File: config.mk
export PLATFORM = sky130hd
export DESIGN_NAME = servo_pan_deadband_tracker_unit
export DESIGN_NICKNAME = d
export VERILOG_FILES = /design/src/rtl/core/spdt_pkg.sv /design/src/rtl/core/servo_pan_deadband_tracker_unit.sv
export SDC_FILE = /design/constraint.sdc
export NUM_CORES = 1
export LEC_CHECK = 0
export BUFFER_PORTS_ARGS = -buffer_cell sky130_fd_sc_hd__buf_2
export CAP_MARGIN = 25
export CELL_PAD_IN_SITES_DETAIL_PLACEMENT = 0
export CELL_PAD_IN_SITES_GLOBAL_PLACEMENT = 1
export CORE_UTILIZATION = 30
export DETAILED_ROUTE_END_ITERATION = 10
export GPL_TIMING_DRIVEN = 0
export HOLD_SLACK_MARGIN = 0.15
export PLACE_DENSITY = 0.57
export REMOVE_ABC_BUFFERS = 1
export SETUP_SLACK_MARGIN = 0.05
export SLEW_MARGIN = 40
export SYNTH_ARGS = -nofsm -noshare
export SYNTH_HDL_FRONTEND = slang
export SYNTH_SLANG_ARGS = --single-unit
File: constraint.sdc
create_clock -name clk -period 10.72 [get_ports clk]
set_clock_uncertainty 0.15 [all_clocks]
set_input_delay 1.072 -clock clk [delete_from_list [all_inputs] [get_ports clk]]
set_output_delay 1.072 -clock clk [all_outputs]
set_load 0.02 [all_outputs]
File: src/rtl/core/spdt_pkg.sv
package spdt_pkg;

    // Configuration register indexes.
    localparam logic [2:0] REG_DEADBAND       = 3'd0;
    localparam logic [2:0] REG_STEP_DEG       = 3'd1;
    localparam logic [2:0] REG_FRAME_CENTER_X = 3'd2;
    localparam logic [2:0] REG_PERIOD_US      = 3'd3;
    localparam logic [2:0] REG_PULSE_OFFSET   = 3'd4;
    localparam logic [2:0] REG_PULSE_GAIN     = 3'd5;
    localparam logic [2:0] REG_FULL_SWING     = 3'd6;
    localparam logic [2:0] REG_HOME_ANGLE     = 3'd7;

    // Item kinds carried on the input tuser.
    localparam logic [1:0] MODE_SAMPLE = 2'd0;
    localparam logic [1:0] MODE_TICK   = 2'd1;
    localparam logic [1:0] MODE_HOME   = 2'd2;

    // Register reset values.
    localparam logic [11:0] DEADBAND_RST       = 12'd20;
    localparam logic [7:0]  STEP_DEG_RST       = 8'd3;
    localparam logic [11:0] FRAME_CENTER_RST   = 12'd640;
    localparam logic [15:0] PERIOD_US_RST      = 16'd20000;
    localparam logic [15:0] PULSE_OFFSET_RST   = 16'd546;
    localparam logic [9:0]  PULSE_GAIN_RST     = 10'd103;
    localparam logic [7:0]  FULL_SWING_RST     = 8'd40;
    localparam logic [7:0]  HOME_ANGLE_RST     = 8'd90;
    localparam logic [7:0]  PAN_ANGLE_RST      = 8'd90;

    // Exact floor division of an 18-bit product by ten: (p * HT_MUL) >> HT_SHIFT.
    localparam int unsigned HT_SHIFT = 22;
    localparam logic [18:0] HT_MUL   = 19'd419431;

    localparam int unsigned CFG_DATA_W = 16;
    localparam int unsigned M_DATA_W   = 16;

endpackage

File: src/rtl/core/servo_pan_deadband_tracker_unit.sv
// Channel   Direction  Handshake          Content
// s_*       in         s_tvalid/s_tready  one item: mode in tuser, face_x in tdata
// m_*       out        m_tvalid/m_tready  one result per item
// cfg_*     in         cfg_valid/cfg_ready register index and write data
//
// An item enters the input register, is worked on combinationally and lands in
// the result register, so ticks and dropped commands flow at one item per cycle
// while m_tready is high. A command that queues servo periods holds the next item
// while the pulse-count and high-time pipeline (four multipliers) finishes.
// rst_n clears all but the payload registers; while m_tready is low the result
// register holds its item, the input register takes one more, then s_tready falls.
module servo_pan_deadband_tracker_unit
    import spdt_pkg::*;
#(
    parameter int ANGLE_MAX  = 180,
    parameter int COORD_BITS = 12
)
(
    input  logic                            clk,
    input  logic                            rst_n,
    input  logic                            s_tvalid,
    output logic                            s_tready,
    // face_x in the low COORD_BITS bits, zero padding above
    input  logic [((COORD_BITS+7)/8)*8-1:0] s_tdata,
    // mode in bits 1:0
    input  logic [1:0]                      s_tuser,
    output logic                            m_tvalid,
    input  logic                            m_tready,
    // servo_out [0], angle_now [8:1], busy_res [9], accepted [10], zeros above
    output logic [M_DATA_W-1:0]             m_tdata,
    input  logic                            cfg_valid,
    output logic                            cfg_ready,
    input  logic [2:0]                      cfg_index,
    input  logic [CFG_DATA_W-1:0]           cfg_data
);

    localparam int CMP_W     = ((COORD_BITS > 12) ? COORD_BITS : 12) + 1;
    localparam int CNT_SHIFT = 16 + $clog2(ANGLE_MAX);
    localparam logic [17:0] CNT_MUL =
        18'(((64'd1 << CNT_SHIFT) + 64'(ANGLE_MAX) - 64'd1) / 64'(ANGLE_MAX));
    localparam logic [7:0] AMAX = 8'(ANGLE_MAX);

    // Configuration registers.
    logic [11:0] deadband_reg;
    logic [7:0]  step_deg_reg;
    logic [11:0] center_reg;
    logic [15:0] period_reg;
    logic [15:0] offset_reg;
    logic [9:0]  gain_reg;
    logic [7:0]  swing_reg;
    logic [7:0]  home_reg;

    // Tracker state.
    logic [7:0]  pan_reg, pan_next;
    logic [7:0]  pulses_reg, pulses_next;
    logic [15:0] pc_reg, pc_next;
    logic [15:0] ht_reg, ht_next;

    // Input register.
    logic                  in_valid_reg;
    logic [1:0]            mode_reg;
    logic [COORD_BITS-1:0] x_reg;

    // Result register.
    logic       out_valid_reg;
    logic       servo_reg, servo_next;
    logic [7:0] angle_out_reg;
    logic       busy_reg;
    logic       acc_reg, acc_next;

    // Pulse-count and high-time pipeline.
    logic [2:0]  calc_v_reg;
    logic [7:0]  c1_dist_reg, c1_fs_reg, c1_ang_reg;
    logic [9:0]  c1_gain_reg;
    logic [15:0] c1_off_reg, c1_per_reg;
    logic [15:0] c2_n_reg;
    logic [17:0] c2_p_reg;
    logic [15:0] c2_off_reg, c2_per_reg;
    logic [15:0] c3_qc_reg;
    logic [14:0] c3_qh_reg;
    logic [15:0] c3_off_reg, c3_per_reg;

    logic        adv, s_accept, launch, move;
    logic [15:0] eperiod, pc_inc;
    logic [CMP_W-1:0] x_ext, lim_hi, lim_lo;
    logic        right, left;
    logic [8:0]  up_sum;
    logic [7:0]  up_ang, dn_ang, home_ang, new_ang, move_dist;
    logic [33:0] cnt_prod;
    logic [36:0] ht_prod;
    logic [7:0]  cnt_final;
    logic [16:0] ht_sum;
    logic [15:0] ht_final;

    assign cfg_ready = 1'b1;
    assign adv       = in_valid_reg && (!out_valid_reg || m_tready) && (calc_v_reg == 3'b000);
    assign s_tready  = !in_valid_reg || adv;
    assign s_accept  = s_tvalid && s_tready;

    assign m_tvalid = out_valid_reg;
    assign m_tdata  = {5'd0, acc_reg, busy_reg, angle_out_reg, servo_reg};

    assign eperiod = (period_reg == 16'd0) ? 16'd1 : period_reg;
    assign pc_inc  = pc_reg + 16'd1;

    // Deadband test, kept unsigned by moving the deadband to the other side.
    assign x_ext  = CMP_W'(x_reg);
    assign lim_hi = CMP_W'(center_reg) + CMP_W'(deadband_reg);
    assign lim_lo = x_ext + CMP_W'(deadband_reg);
    assign right  = x_ext > lim_hi;
    assign left   = lim_lo < CMP_W'(center_reg);

    assign up_sum   = {1'b0, pan_reg} + {1'b0, step_deg_reg};
    assign up_ang   = (up_sum > {1'b0, AMAX}) ? AMAX : up_sum[7:0];
    assign dn_ang   = (pan_reg >= step_deg_reg) ? (pan_reg - step_deg_reg) : 8'd0;
    assign home_ang = (home_reg > AMAX) ? AMAX : home_reg;

    always_comb
    begin
        pan_next    = pan_reg;
        pulses_next = pulses_reg;
        pc_next     = pc_reg;
        ht_next     = ht_reg;
        servo_next  = 1'b0;
        acc_next    = 1'b0;
        move        = 1'b0;
        new_ang     = pan_reg;
        unique case (mode_reg)
            MODE_TICK:
            begin
                if (pulses_reg != 8'd0)
                begin
                    servo_next = pc_reg < ht_reg;
                    if (pc_inc >= eperiod)
                    begin
                        pc_next     = 16'd0;
                        pulses_next = pulses_reg - 8'd1;
                    end
                    else
                    begin
                        pc_next = pc_inc;
                    end
                end
            end
            MODE_SAMPLE:
            begin
                if (pulses_reg == 8'd0)
                begin
                    acc_next = 1'b1;
                    if (right)
                    begin
                        move    = 1'b1;
                        new_ang = up_ang;
                    end
                    else if (left)
                    begin
                        move    = 1'b1;
                        new_ang = dn_ang;
                    end
                end
            end
            MODE_HOME:
            begin
                if (pulses_reg == 8'd0)
                begin
                    acc_next = 1'b1;
                    move     = 1'b1;
                    new_ang  = home_ang;
                end
            end
            default:
            begin
            end
        endcase

        // A home command queues ceil(ANGLE_MAX * swing / ANGLE_MAX) = swing periods.
        if (mode_reg == MODE_HOME)
            move_dist = AMAX;
        else
            move_dist = (new_ang > pan_reg) ? (new_ang - pan_reg) : (pan_reg - new_ang);

        launch = move && (move_dist != 8'd0) && (swing_reg != 8'd0);
        if (move)
        begin
            pan_next = new_ang;
            pc_next  = 16'd0;
            // Holds busy until the pipeline writes the exact count.
            pulses_next = launch ? 8'd1 : 8'd0;
        end
    end

    assign cnt_prod  = 34'(c2_n_reg) * 34'(CNT_MUL);
    assign ht_prod   = 37'(c2_p_reg) * 37'(HT_MUL);
    assign cnt_final = (c3_qc_reg > 16'd255) ? 8'd255 : c3_qc_reg[7:0];
    assign ht_sum    = {1'b0, c3_off_reg} + {2'b00, c3_qh_reg};
    assign ht_final  = (ht_sum > {1'b0, c3_per_reg}) ? c3_per_reg : ht_sum[15:0];

    always_ff @(posedge clk or negedge rst_n)
    begin
        if (!rst_n)
        begin
            deadband_reg  <= DEADBAND_RST;
            step_deg_reg  <= STEP_DEG_RST;
            center_reg    <= FRAME_CENTER_RST;
            period_reg    <= PERIOD_US_RST;
            offset_reg    <= PULSE_OFFSET_RST;
            gain_reg      <= PULSE_GAIN_RST;
            swing_reg     <= FULL_SWING_RST;
            home_reg      <= HOME_ANGLE_RST;
            pan_reg       <= PAN_ANGLE_RST;
            pulses_reg    <= 8'd0;
            pc_reg        <= 16'd0;
            ht_reg        <= 16'd0;
            in_valid_reg  <= 1'b0;
            out_valid_reg <= 1'b0;
            calc_v_reg    <= 3'b000;
        end
        else
        begin
            if (cfg_valid)
            begin
                unique case (cfg_index)
                    REG_DEADBAND:       deadband_reg <= cfg_data[11:0];
                    REG_STEP_DEG:       step_deg_reg <= cfg_data[7:0];
                    REG_FRAME_CENTER_X: center_reg   <= cfg_data[11:0];
                    REG_PERIOD_US:      period_reg   <= cfg_data;
                    REG_PULSE_OFFSET:   offset_reg   <= cfg_data;
                    REG_PULSE_GAIN:     gain_reg     <= cfg_data[9:0];
                    REG_FULL_SWING:     swing_reg    <= cfg_data[7:0];
                    REG_HOME_ANGLE:     home_reg     <= cfg_data[7:0];
                    default:            ;
                endcase
            end

            if (s_accept)
                in_valid_reg <= 1'b1;
            else if (adv)
                in_valid_reg <= 1'b0;

            if (adv)
            begin
                out_valid_reg <= 1'b1;
                pan_reg       <= pan_next;
                pulses_reg    <= pulses_next;
                pc_reg        <= pc_next;
                ht_reg        <= ht_next;
            end
            else if (m_tready)
            begin
                out_valid_reg <= 1'b0;
            end

            calc_v_reg <= {calc_v_reg[1:0], adv && launch};

            // The stage-2 path is held while the pipeline runs, so no write clash.
            if (calc_v_reg[2])
            begin
                pulses_reg <= cnt_final;
                ht_reg     <= ht_final;
            end
        end
    end

    // Payload registers.
    always_ff @(posedge clk)
    begin
        if (s_accept)
        begin
            mode_reg <= s_tuser;
            x_reg    <= s_tdata[COORD_BITS-1:0];
        end
        if (adv)
        begin
            servo_reg     <= servo_next;
            angle_out_reg <= pan_next;
            busy_reg      <= pulses_next != 8'd0;
            acc_reg       <= acc_next;
            c1_dist_reg   <= move_dist;
            c1_fs_reg     <= swing_reg;
            c1_ang_reg    <= new_ang;
            c1_gain_reg   <= gain_reg;
            c1_off_reg    <= offset_reg;
            c1_per_reg    <= eperiod;
        end
        c2_n_reg   <= 16'(16'(c1_dist_reg) * 16'(c1_fs_reg)) + 16'(ANGLE_MAX - 1);
        c2_p_reg   <= 18'(c1_gain_reg) * 18'(c1_ang_reg);
        c2_off_reg <= c1_off_reg;
        c2_per_reg <= c1_per_reg;
        c3_qc_reg  <= 16'(cnt_prod >> CNT_SHIFT);
        c3_qh_reg  <= ht_prod[36:HT_SHIFT];
        c3_off_reg <= c2_off_reg;
        c3_per_reg <= c2_per_reg;
    end

endmodule
==> key figures <==
Outcome
  – Status: finished clean

Placed design
  – PortBufs: 50
  – Placer congestion estimate: 0.8036
  – DP Wirelength: approximately 56 mm

STA
  – Fmax achieved: approximately 0.10 GHz
  – Fin crit share: 0.8940
  – RSZ-0062 raised after global routing: no
  – Worst slew pin tran: between 0.8 and 0.9 ns
  – Slew headroom: 0.4469
  – Setup TNS: 0 ns
  – Period minus WS final: between 9 and 10 ns
  – Final Hold Fails: 0
  – Slew Viols, Final: 0
  – Final Setup Violations: 0

Synth
  – Mapped Area: about 30000 sq um
  – Top_reg_cell synth: dfxtp_1
  – Asr flop ratio synth: 0.4017
  – Ys Warns: 0
  – Synthesized area per cell: between 10 and 15 sq um
  – Post-synthesis cell count: about 2900
  – Synthesis-stage register bit count: roughly 360
  – Post-synth EDFFs: a little over 90
  – Synth unique cells: 81
  – Sequential-to-total area share from yosys stat: 0.2924

Cells and area
  – Share of cells above drive strength 1: 0.08993
  – Fin util: 0.3364
  – Nets: between 3000 and 4000
  – Largest register FFs: 18
  – Area growth from synthesis to layout: 10.63%

Global route
  – Total track usage: 0.1390
  – Vias in the first global route: slightly above 20000
  – Antenna violations before repair: 1
  – Global-route wire length before repair: roughly 110 mm
  – Largest net degree at the start of global routing: 65
  – GRT overflow: 0

Hold path
  – Hold WC Path Type: reg2reg

Clock network
  – Clock sinks: 356
  – CTS clk-pin slew, worst paths: roughly 0.060 ns
  – Deepest clock path buffer count: 3
  – Root Buffer: clkbuf_16
  – Clk Latency, worst-skew pair: between 0.5 and 0.6 ns
  – H-tree depth: 2
  – CTS Hold Bufs: 0
  – CTS buffer count: 40
  – CTS tree: yes

Critical path
  – Worst stage delay on the critical path: roughly 0.52 ns
  – Arrival @ worst endpoint: ~9.8 ns
  – FF-to-FF setup slack: around 1.1 ns
  – Crit Path Category: reg2reg
  – CP max FO: 8
  – CP max-delay cell: or4_4
  – CP Capture Type: flip-flop
  – Most common cell on crit path: a21oi_1
  – Crit path launch type: flip-flop
  – CP Data Required Time: about 11 ns

Floorplan
  – Initial core utilization: 0.3041
  – Die H: 318.5 um
  – IO Pins: 61
  – Cell Rows: 115
  – Die Area: approximately 100000 sq um
  – Core area: roughly 99000 sq um
  – Die width: roughly 320 um

Route
  – First-pass DRT Iterations: 5
  – DR iter-0 viols: approximately 830
  – Detailed Route WL: 68.70 mm
  – Remaining DRCs: 0
  – Vias: ~19000
  – Number of routed nets with antenna violations: 0
  – WL/cell: 16.18 um
  – Vias/cell: approximately 4.5

Flow run
  – Max-cap viol count: 0
## placed cells by master (no fill, tap or decap), types with 7 or more instances in the layout
cell / count
inv_1: 530
ha_1: 479
fa_1: 274
nand2_1: 157
dfxtp_1: 122
a21oi_1: 117
dfrtp_1: 113
nor2_1: 105
edfxtp_1: 91
o21ai_0: 90
and2_1: 84
xnor2_1: 76
mux2_2: 71
buf_2: 56
a21o_1: 42
clkbuf_16: 41
xor2_1: 36
nand3_1: 31
dfstp_2: 29
o21a_1: 25
nand2b_1: 24
nor3_1: 23
nor2b_1: 23
o21bai_1: 23
mux2i_1: 22
nand4_1: 21
and3_1: 16
a32o_1: 16
a31oi_1: 12
a211oi_1: 12
nor4_1: 11
o211ai_1: 10
or3_1: 9
o21ai_1: 8
buf_4: 7
## Yosys cell counts (13+ instances only)
cell type,count,area (sq um)
a211oi_1,13,97.59
a21o_1,42,315.3
a21oi_1,118,590.6
a31oi_1,13,81.33
a32o_1,16,160.2
and2_1,84,525.5
and3_1,16,100.1
clkbuf_1,49,183.9
dfrtp_1,114,2853
dfstp_2,29,762.0
dfxtp_1,122,2442
edfxtp_1,91,2733
fa_1,274,5485
ha_1,479,5993
inv_1,531,1993
mux2_2,71,799.5
mux2i_1,22,220.2
nand2_1,157,589.3
nand2b_1,24,150.1
nand3_1,31,155.2
nand4_1,21,131.4
nor2_1,107,401.6
nor2b_1,23,143.9
nor3_1,26,130.1
o21a_1,25,187.7
o21ai_0,92,460.4
o21bai_1,23,172.7
xnor2_1,76,665.6
xor2_1,36,315.3
## worst paths after layout
path / depth (start not counted) / start / end
hold / removal: 0 / c2_per_reg[2]$_DFF_P_ / c3_per_reg[2]$_DFF_P_
min in group asynchronous: 1 / rst_n / offset_reg[15]$_DFFE_PN0P_
max in group asynchronous: 2 / rst_n / swing_reg[5]$_DFFE_PN1P_
setup reg to reg: 40 / deadband_reg[1]$_DFFE_PN0P_ / busy_reg$_DFFE_PP_
hold reg to reg: 0 / c2_per_reg[2]$_DFF_P_ / c3_per_reg[2]$_DFF_P_
setup / recovery: 40 / deadband_reg[1]$_DFFE_PN0P_ / busy_reg$_DFFE_PP_
## worst max-delay path, delay by kind of cell (launching register included)
kind,cells,cell delay (ns)
AND/OR/NAND/NOR,13,2.50
AO/OA/AOI/OAI,21,4.76
buffers and inverters,1,0.09
flip-flops,1,0.40
adder cells (fa/ha/maj),4,1.24
XOR/XNOR,1,0.18
## area by class of cell
type / instances / area [sq um]
Fill cell: 10038 / 65600
Multi-Input combinational cell: 1928 / 19040
Sequential cell: 356 / 8791
Inverter: 532 / 2004
Tap cell: 1287 / 1610
Clock buffer: 50 / 1110
Timing Repair Buffer: 68 / 450.4
Clock inverter: 24 / 249.0
Antenna cell: 1 / 2.502
## logic make-up (layout without fill, tap and decap cells)
logic type	after synthesis	after routing	share of synthesized area
DFF	356	356	0.2924
AOI/OAI and AO/OA	426	426	0.09270
and+or+nand+nor	538	538	0.08945
adders and majority gates	753	753	0.3819
muxes	93	93	0.03392
other	2	7	0.0002498
xor gates and xnor gates	112	112	0.03263
buffers and inverters	598	674	0.07679
## per-layer routing
metal,track usage,vias to the layer above,share of wire
li1,-,9651,-
met1,0.1880,9177,0.48
met2,0.2355,199,0.47
met3,0.01450,75,0.025
met4,0.03650,0,0.024
met5,0,-,0
## metrics by stage
stage / hold WS, ns / setup WS (ns) / std cells / cell area (sq um)
finish: 0.1658 / 1.136 / 4246 / 33250
global route: 0.1700 / 0.2986 / 4245 / 33250
CTS: 0.1568 / 0.7380 / 4245 / 33250
detailed placement: 0.1621 / 0.7448 / 4171 / 31890
global placement: 0.1607 / 0.8124 / 4153 / 31620
floorplan: 0.1596 / 2.939 / 2816 / 29760
## what timing repair did
item	in CTS	in global routing
setup endpoints to repair	0	1
setup buffers	0	0
resized for setup	0	1
Power is not shown: default switching activity piles up to over one toggle a cycle in this logic, so the estimate is an artifact.
